**config.mk**
```make
export PLATFORM = sky130hd
export DESIGN_NAME = slpl_div
export DESIGN_NICKNAME = d
export VERILOG_FILES = /design/src/sv/assert_macros.svh /design/src/sv/slpl_pkg.sv /design/src/sv/slpl_div.sv
export SDC_FILE = /design/constraint.sdc
export NUM_CORES = 1
export LEC_CHECK = 0
export BUFFER_PORTS_ARGS = -buffer_cell sky130_fd_sc_hd__buf_2
export CAP_MARGIN = 20
export CORE_AREA = 2 2 143 145
export CTS_CLUSTER_DIAMETER = 100
export CTS_CLUSTER_SIZE = 16
export DETAILED_ROUTE_END_ITERATION = 8
export DIE_AREA = 0 0 145 147
export HOLD_SLACK_MARGIN = 0.15
export PLACE_DENSITY = 0.52
export REMOVE_ABC_BUFFERS = 1
export SETUP_SLACK_MARGIN = 0.05
export SYNTH_ARGS = -nofsm -noshare
export SYNTH_HDL_FRONTEND = slang
export SYNTH_SLANG_ARGS = --single-unit
```
**constraint.sdc**
```tcl
create_clock -name i_clk -period 4.6 [get_ports i_clk]
set_input_delay 0.92 -clock i_clk [delete_from_list [all_inputs] [get_ports i_clk]]
set_output_delay 0.92 -clock i_clk [all_outputs]
set_load 0.01 [all_outputs]
```
**src/sv/assert_macros.svh**
```systemverilog
// Assertion macros shared by the limiter RTL.
// No dependencies; included inside module bodies.
`ifndef ASSERT_MACROS_SVH
`define ASSERT_MACROS_SVH
// Implication checked on every clock edge outside reset.
`define AST_IMPLY(lbl, clk, rst_n, ante, cons) \
    lbl: assert property (@(posedge clk) disable iff (!rst_n) (ante) |-> (cons)) \
        else $error("assertion failed");
// Next-cycle implication outside reset.
`define AST_NEXT(lbl, clk, rst_n, ante, cons) \
    lbl: assert property (@(posedge clk) disable iff (!rst_n) (ante) |=> (cons)) \
        else $error("assertion failed");
`endif

```
**src/sv/slpl_pkg.sv**
```systemverilog
// Package for the stereo lookahead peak limiter: constants, types, helpers.
// No dependencies.
package slpl_pkg;
    localparam int SW = 24;   // sample width
    localparam int WW = 28;   // filter / delay width
    localparam int GW = 25;   // gain width
    localparam int CW = 24;   // coefficient width

    localparam logic [GW-1:0] ONE_Q24 = 25'd16777216;
    localparam logic [WW-1:0] THRESH_Q23 = 28'd8262779;

    // configuration register indexes
    localparam logic [2:0] REG_ENABLE = 3'd0;
    localparam logic [2:0] REG_HP     = 3'd1;
    localparam logic [2:0] REG_REL    = 3'd2;
    localparam logic [2:0] REG_HEAD   = 3'd3;
    localparam logic [2:0] REG_LA     = 3'd4;

    typedef logic signed [SW-1:0] t_sample;
    typedef logic signed [WW-1:0] t_wide;

    // lane control from sequencer
    typedef struct packed {
        logic start_hp;   // latch filter product
        logic start_sc;   // latch scaled sample
        logic clear;      // reset filter state
    } t_lane_ctl;

    // floor((p + 2^23) / 2^24) for a signed product
    function automatic logic signed [63:0] rnd24(input logic signed [63:0] p);
        logic signed [63:0] t;
        t = p + 64'sd8388608;
        return t >>> 24;
    endfunction

    function automatic t_wide sat28(input logic signed [63:0] v);
        if (v > 64'sd134217727) return 28'sh7FFFFFF;
        if (v < -64'sd134217728) return 28'sh8000000;
        return v[WW-1:0];
    endfunction

    function automatic t_sample sat24(input logic signed [63:0] v);
        if (v > 64'sd8388607) return 24'sh7FFFFF;
        if (v < -64'sd8388608) return 24'sh800000;
        return v[SW-1:0];
    endfunction
endpackage

```
**src/sv/slpl_div.sv**
```systemverilog
// Restoring divider for the limiter gain: round(THRESH*2^24 / env), one bit per cycle.
// Depends on slpl_pkg.
module slpl_div (
    input  logic        i_clk,
    input  logic        i_rst_n,
    input  logic        i_start,
    input  logic [27:0] i_den,
    output logic        o_busy,
    output logic [24:0] o_quot
);
    import slpl_pkg::*;

    // numerator 8262779*2^24 + env/2 fits 48 bits; quotient < 2^25
    logic [47:0] r_num;
    logic [28:0] r_rem;
    logic [24:0] r_q;
    logic [27:0] r_den;
    logic [5:0]  r_cnt;
    logic [28:0] n_trial;
    logic [47:0] num0;

    assign num0 = {THRESH_Q23[23:0], 24'd0} + 48'(i_den >> 1);
    assign n_trial = {r_rem[27:0], r_num[47]};

    always_ff @(posedge i_clk) begin
        if (!i_rst_n) begin
            r_cnt <= '0;
        end else if (i_start) begin
            r_cnt <= 6'd48;
            r_num <= num0;
            r_rem <= '0;
            r_den <= i_den;
            r_q   <= '0;
        end else if (r_cnt != 6'd0) begin
            r_cnt <= r_cnt - 6'd1;
            r_num <= {r_num[46:0], 1'b0};
            if (n_trial >= {1'b0, r_den}) begin
                r_rem <= n_trial - {1'b0, r_den};
                r_q   <= {r_q[23:0], 1'b1};
            end else begin
                r_rem <= n_trial;
                r_q   <= {r_q[23:0], 1'b0};
            end
        end
    end

    assign o_busy = (r_cnt != 6'd0);
    assign o_quot = r_q;
endmodule

```
# Word-level counts from Yosys, hierarchy flattened

Cells that the tools add are included.

Output and inout port bits: 26
Logic and storage cells: 24
Register bits after elaboration: 135

Multiplexer cells: 8
$add $sub $neg: 3
$lt $le $gt $ge: 1
Bitwise gates (word level): 1
Reductions and logical operators: 5

Operators by type and width:

| kind                                                               | count |
|---|---|
| 48-bit 2-to-1 mux                                                  | 2 |
| 28-bit 2-to-1 mux                                                  | 2 |
| 47-bit by 27-bit adder with 48-bit output, first input constant    | 1 |
| 29-bit by 28-bit greater-or-equal comparator with 1-bit output     | 1 |
| 28-bit subtractor                                                  | 1 |
| 25-bit 2-to-1 mux                                                  | 1 |
| 6-bit 2-to-1 mux                                                   | 2 |
| 6-bit nonzero test                                                 | 1 |
| 6-bit by 1-bit subtractor with 6-bit output, second input constant | 1 |
| 2-bit AND reduction                                                | 2 |
| 2-bit nonzero test                                                 | 1 |
| 2-bit OR reduction                                                 | 1 |
| 1-bit 2-to-1 mux                                                   | 1 |
| 1-bit inverter                                                     | 1 |

# Logic depth before layout (Yosys ltp)

Gate-level depths: netlist of run 1.

Word-level depth: 3
Depth in mapped cells: 14

# Least setup slack after synthesis of run 1

No wires, ideal clock.

Kind: input -> register
From: input i_start
To: register r_q[0], in the netlist o_quot[0] (enable)
Data required time: 4146 ps
Arrival: 3654 ps
Stages on the path: 4
Path slack: 491 ps
Library setup time: 454 ps
Cells stage by stage: clkbuf_1 > buf_1 > o21ai_1 > inv_1

Word-level cells in the longest chain between the ends: 2

Ends and longest elaborated chain:

| what                                 | line           | text |
|---|---|---|
| from (decl)                          | slpl_div.sv:6  | `input logic i_start,` |
| 2-bit nonzero test (no source line)  | n/a            |  |
| 2-bit AND reduction (no source line) | n/a            |  |
| to (signal assigned)                 | slpl_div.sv:39 | `r_q <= {r_q[23:0], 1'b1};` |
| to (signal assigned)                 | slpl_div.sv:42 | `r_q <= {r_q[23:0], 1'b0};` |
| to (decl)                            | slpl_div.sv:16 | `logic [24:0] r_q;` |

Every way passes these cells.
A chain may end at the register's enable or synchronous reset.

# Worst setup path in the final report of run 1

From: register r_rem[5]
To: register r_rem[22] (data pin)

Word-level cells in the longest chain between the ends: 3
Elaborated cells on any way between the ends: 4
Classes of those cells: 1 x add/sub; 1 x order compare; 2 x mux

Ends and longest elaborated chain:

| what                                                                                                | line                           | text |
|---|---|---|
| from (decl)                                                                                         | slpl_div.sv:15                 | `logic [28:0] r_rem;` |
| from (signal assigned)                                                                              | slpl_div.sv:38                 | `r_rem <= n_trial - {1'b0, r_den};` |
| from (signal assigned)                                                                              | slpl_div.sv:41                 | `r_rem <= n_trial;` |
| 28-bit subtractor or 29-bit by 28-bit greater-or-equal comparator with 1-bit output (tied branches) | slpl_div.sv:38, slpl_div.sv:37 |  |
| 28-bit 2-to-1 mux (*)                                                                               | slpl_div.sv:37                 | `if (n_trial >= {1'b0, r_den}) begin` |
| 28-bit 2-to-1 mux (*)                                                                               | slpl_div.sv:34                 | `end else if (r_cnt != 6'd0) begin` |

Mark *: on every way between the ends. The rest lies on a longest branch, timed or not. The select of a mux whose other input is x is not followed.

==> out/qor.yml, run 1 <==
timing:
  layout_min_cycle_time_ns: 3.419
  timing.final.max_slew_violations: 0
  rsz0062_at_grt: "no"
  whs_ns: 0.4955
  setup_violations: 0
  fin_skew_ns: 0.008000
  tightest_slew_ns: 0.4785
  fin_crit_sh: 0.7432
  fin_tns_setup_ns: 0
  hold_viol: 0
  clock.fmax_ghz: 0.2925
  relSlewSlack: 0.6795
grt:
  grt_pass1_wl_mm: 21.34
  overflow: 0
  antenna_found_initial: 0
  grt-busiest-layer: "met2"
  grt_max_degree: 82
  grt_pass1_vias: 4312
  grt_use_total: 0.1251
  use_met2: 0.1867
  met1_usage: 0.1738
  met3_usage: 0.03602
power:
  power_density_mw_per_mm2: 582.1
  leakage_nw: 3.199
  vdd_drop_max_uv: 329.5
worst_setup_path:
  cp_num_buf_inv: 1
  criticalPathCategory: "reg -> reg"
  path_max_fanout: 16
  crit_family: "compound AO/OA/AOI/OAI gates"
  crit_path_start_kind: "register"
  critPathLaunch: "r_rem[5]$_SDFFCE_PP0P_"
  r2r-start: "r_rem[5]$_SDFFCE_PP0P_"
  cp-end-kind: "register"
  arrival_ns: 3.59
  path_cells: "ha_1 -> a211o_1 -> a21oi_2 -> nand4_1 -> a21oi_2 -> a31oi_1 -> a221o_1 -> a41o_1 -> buf_4 -> nor3b_1 -> o21a_1"
  cp.required_ns: 4.77
  cp_slowest_cell: "a221o_1"
  critPathMaxStageDelay_ns: 0.41
  path_common_cell: "a21oi_2"
drt:
  routedWlPerCell_um: 14.18
  final_antenna_net_count: 0
  vias: 4322
  drt_pass1_iterations: 4
  wl_mm: 12.74
  viasPerCell: 4.813
  dr.first_iter.drc_count: 268
  drc: 0
finish:
  final_common_cell: "edfxtp_1"
  post-route-cell-area_mm2: 0.008018
  fin_nets: 679
  fin_cells: 898
  most-common-layout-cells: "edfxtp_1, buf_2, inv_1"
  drive_above_1_share: 0.2150
  area_delta_synth_final_pct: 16.91
  fin_util: 0.4040
  diodes: 0
clock_tree:
  hold_buffers: 0
  root_buffer: "clkbuf_16"
  cts_sinks: 135
  clk_pin_slew_worst_paths_ns: 0.06
  cts_buffers: 17
  insertion_delay_ns: 0.42
  cts_buffer_depth: 2
  post-cts-setup-buffers: 0
  cts_tree: "built"
  htreeDepth: 4
  cts-resized-gates: 0
floorplanning:
  die-area_mm2: 0.02132
  io_pins: 57
  coreArea_mm2: 0.01984
  die_y_um: 147
  die_x_um: 145
  rows: 52
  start_util: 0.3456
worst_hold_path:
  hp-start: "r_num[43]$_SDFFCE_PP1P_"
  hp-class: "reg -> reg"
synthesis:
  ys_types: 54
  syn_area_mm2: 0.006858
  synth_flop_cell: "edfxtp_1"
  avgSynthCellArea_um2: 12.31
  synthesis.instances: 557
  yosysSeqAreaShare: 0.5824
  synthArstFlopShare: 0
  synth-seq-cells: 135
  yosysWarnings: 0
  synth-edff-count: 129
flow_run:
  maxCapViolations: 0
placed_design:
  io_buffers: 56
  hpwl_mm: 8.314
  dpl_cell_area_mm2: 0.007430
  gp_congestion: 0.8206
  dpl.cell_count: 866
run_status:
  status: "finished, final reports clean"
power by group:
group | internal, mW | leakage [nW] | switching [mW]
clock network | 0.852 | 0.280 | 0.496
registers | 1.69 | 1.30 | 0.106
logic | 0.657 | 1.62 | 0.865
kinds of logic (layout without fill, tap and decap cells):
| logic type | Yosys count | in the layout | share of synthesized area |
|---|---|---|---|
| buf+inv | 76 | 147 | 0.04616 |
| fa+ha+maj | 33 | 33 | 0.06130 |
| simple gates | 144 | 144 | 0.1069 |
| compound gates | 97 | 97 | 0.09743 |
| mux | 47 | 47 | 0.07389 |
| flops | 135 | 135 | 0.5824 |
| xor+xnor | 25 | 25 | 0.03193 |
through the flow:
stage / power, mW / worst slack (ns)
6_report: 4.667 / 1.181
5_1_grt: 4.983 / 0.9396
3_5_place_dp: 3.349 / 1.188
2_1_floorplan: 2.985 / 1.091
3_3_place_gp: 3.322 / 1.226
4_1_cts: 4.736 / 1.165
layer usage:
| metal | part of all wire | routed length (um) |
|---|---|---|
| met1 | 0.51 | 6488 |
| met2 | 0.46 | 5810 |
| met3 | 0.026 | 325 |
| met4 | 0.0089 | 113 |
| met5 | 0 | 0 |
synthesized netlist by cell type (8+ instances only):
| cell | count | area share |
|---|---|---|
| mux2_2 | 25 | 0.041 |
| nor3_1 | 8 | 0.0058 |
| clkbuf_1 | 16 | 0.0088 |
| nand2_1 | 24 | 0.013 |
| edfxtp_1 | 129 | 0.56 |
| a21oi_1 | 23 | 0.017 |
| o21ai_0 | 13 | 0.0095 |
| xor2_1 | 9 | 0.011 |
| inv_1 | 52 | 0.028 |
| or2_2 | 8 | 0.0073 |
| mux2i_1 | 21 | 0.031 |
| ha_1 | 32 | 0.058 |
| nand3_1 | 8 | 0.0058 |
| o21a_1 | 8 | 0.0088 |
| xnor2_1 | 16 | 0.020 |
| nor2b_1 | 35 | 0.032 |
| nor2_1 | 38 | 0.021 |
final cells by class:
cell class	count	area (um2)
fill	1894	11830
sequential	135	3994
multi-input combinational	346	2547
clock buffer	24	491.7
timing repair buffer	61	345.3
tap	270	337.8
inverter	54	205.2
clock inverter	8	96.34
final timing paths:
path,end,slack [ns],depth (start not counted)
worst min register to register,r_num[44]$_SDFFCE_PP1P_,0.50,1
worst min-delay path,r_num[44]$_SDFFCE_PP1P_,0.50,1
worst max-delay path,r_rem[22]$_SDFFCE_PP0P_,1.18,11
worst max register to register,r_rem[22]$_SDFFCE_PP0P_,1.18,11
sequential cells by signal, summed over array words and instances, names as in the netlist:
register  count
r_num        48
r_den        28
r_rem        28
o_quot       25
r_cnt         6
Power figures use the tool's default switching activity.
==> inputs of run 2 (changes only) <==
==> constraint.sdc (replaced) <==
create_clock -name i_clk -period 3.4 [get_ports i_clk]
set_input_delay 0.68 -clock i_clk [delete_from_list [all_inputs] [get_ports i_clk]]
set_output_delay 0.68 -clock i_clk [all_outputs]
set_load 0.01 [all_outputs]
==> run 2 against run 1 <==
Largest power group unchanged. First-iteration DRC count down 2.6%. Clock skew up 0.0096 ns. Final area up 1.2%. Non-clock buffer count up 8. Core utilization is 0.47 points higher. Sequential cell count did not move. Fmax is 8.3% higher. Combinational power rose by 43%. Clock power is 37% higher. Die area stayed put. Cell count increased by 0.89%. Clock-buffer cell count down 6. Critical endpoint unchanged.
==> out/qor.yml, run 2 (synthesis gave the netlist of run 1 again) <==
timing:
  fin_tns_setup_ns: 0
  whs_ns: 0.4356
  tightest_slew_ns: 0.6685
  setup_slack_ns: 0.2422
  clock.fmax_ghz: 0.3167
  relSlewSlack: 0.5543
  fin_skew_ns: 0.01761
  setup_violations: 0
  layout_min_cycle_time_ns: 3.158
  fin_crit_sh: 0.9288
  timing.final.max_slew_violations: 0
  hold_viol: 0
  rsz0062_at_grt: "no"
floorplanning:
  die-area_mm2: 0.02132
  coreArea_mm2: 0.01984
  start_util: 0.3456
  io_pins: 57
  rows: 52
  die_x_um: 145
  die_y_um: 147
drt:
  dr.max_layer_used: "met4"
  final_antenna_net_count: 0
  dr.first_iter.drc_count: 261
  drt_pass1_iterations: 5
  viasPerCell: 4.780
  wl_met2_mm: 6.015
  drc: 0
  met1_length_mm: 6.456
  met3_length_um: 447
  vias: 4331
  wl_mm: 13.13
  routedWlPerCell_um: 14.49
grt:
  antenna_found_initial: 0
  grt_use_total: 0.1287
  grt_pass1_wl_mm: 21.86
  grt_max_degree: 57
  grt_pass1_vias: 4395
  overflow: 0
clock_tree:
  post-cts-setup-buffers: 0
  cts_buffer_depth: 2
  root_buffer: "clkbuf_16"
  insertion_delay_ns: 0.43
  cts_buffers: 17
  clk_pin_slew_worst_paths_ns: 0.06
  cts_sinks: 135
  htreeDepth: 4
  hold_buffers: 0
  cts-resized-gates: 0
  cts_tree: "built"
power:
  leakage_nw: 3.249
  power_frac_seq: 0.377
  pwr-share-clk: 0.287
  p_sw_frac: 0.3265
  power_density_mw_per_mm2: 795.9
  vdd_drop_max_uv: 438.5
  switchingPower_mw: 2.108
  p_comb_frac: 0.336
  internal-power_mw: 4.348
finish:
  fin_nets: 687
  multi_input_area_mm2: 0.002552
  regMostFlops: "r_num"
  drive_above_1_share: 0.2311
  nFillCells: 1874
  final_common_cell: "edfxtp_1"
  most-common-layout-cells: "edfxtp_1, buf_2, inv_1"
  seq_area_mm2: 0.003994
  top_regs: "r_num x48, r_den x28, r_rem x28"
  post-route-cell-area_mm2: 0.008112
  diodes: 0
  largest_reg_flops: 48
  area_delta_synth_final_pct: 18.28
worst_setup_path:
  criticalPathCategory: "reg -> reg"
  arrival_ns: 3.34
  path_cells: "ha_1 -> nor2b_1 -> o31ai_2 -> nand2_1 -> a221o_1 -> a31oi_1 -> o22ai_1 -> a2111oi_0 -> nor3b_1 -> o21a_1"
  crit_path_start_kind: "register"
  cp.required_ns: 3.58
  cp_slowest_cell: "a2111oi_0"
  cp_num_buf_inv: 0
  crit_family: "compound AO/OA/AOI/OAI gates"
  cp-end-kind: "register"
  r2r-start: "r_rem[1]$_SDFFCE_PP0P_"
  path_max_fanout: 4
  critPathLaunch: "r_rem[1]$_SDFFCE_PP0P_"
  critPathMaxStageDelay_ns: 0.42
placed_design:
  dpl_cell_area_mm2: 0.007515
  gp_congestion: 0.8614
  io_buffers: 56
  hpwl_mm: 8.641
  dp_slack_ns: 0.2361
run_status:
  status: "finished, final reports clean"
flow_run:
  maxCapViolations: 0
worst_hold_path:
  hp-start: "i_den[1]"
  hp-class: "in -> reg"
==> run 2: cell count changes in the layout (fill, tap and decap cells not counted), sizes merged <==
cell / before / now
buf: 61 / 69
clkinvlp: 3 / 2
clkbuf: 24 / 18
clkinv: 3 / 4
inv: 54 / 60
==> run 2: power by group through the flow <==
stage | Sequential [mW] | Combinational [mW] | Clock (mW)
CTS | 2.44 | 2.18 | 1.90
finish | 2.43 | 2.17 | 1.85
detailed placement | 2.46 | 2.17 | 0
floorplan | 2.48 | 1.56 | 0
global placement | 2.45 | 2.13 | 0
global route | 2.48 | 2.43 | 1.98
==> run 2: routing by layer <==
layer / vias up / GRT usage
met5: - / 0
met1: 2087 / 0.1690
met4: 0 / 0.05000
li1: 2155 / -
met2: 71 / 0.2005
met3: 18 / 0.03944
==> run 2: final cells by class <==
type	count	area share
Sequential cell	135	0.4924
Multi-Input combinational cell	346	0.3147
Timing Repair Buffer	69	0.05306
Clock buffer	18	0.05291
Tap cell	270	0.04165
Inverter	54	0.02530
Clock inverter	14	0.02005
==> run 2: worst register-to-register path, delay by kind of cell (launching register included) <==
kind | cells | cell delay [ns]
compound gates | 6 | 1.75
simple gates | 3 | 0.40
fa+ha+maj | 1 | 0.37
flops | 1 | 0.40
==> run 2: stage by stage <==
stage / util / power [mW] / cells
2_1_floorplan: - / 4.039 / 535
3_3_place_gp: 0.3787 / 4.585 / 874
3_5_place_dp: 0.3787 / 4.628 / 874
4_1_cts: 0.4085 / 6.512 / 906
5_1_grt: 0.4088 / 6.884 / 906
6_report: 0.4088 / 6.456 / 906
==> run 2: path summary, 6_finish.rpt <==
| kind | endpoint | slack (ns) | depth (start not counted) |
|---|---|---|---|
| setup / recovery | r_rem[22]$_SDFFCE_PP0P_ | 0.24 | 10 |
| hold / removal | r_den[1]$_DFFE_PP_ | 0.44 | 1 |
| setup reg to reg | r_rem[22]$_SDFFCE_PP0P_ | 0.24 | 10 |
| hold reg to reg | r_num[44]$_SDFFCE_PP1P_ | 0.51 | 1 |
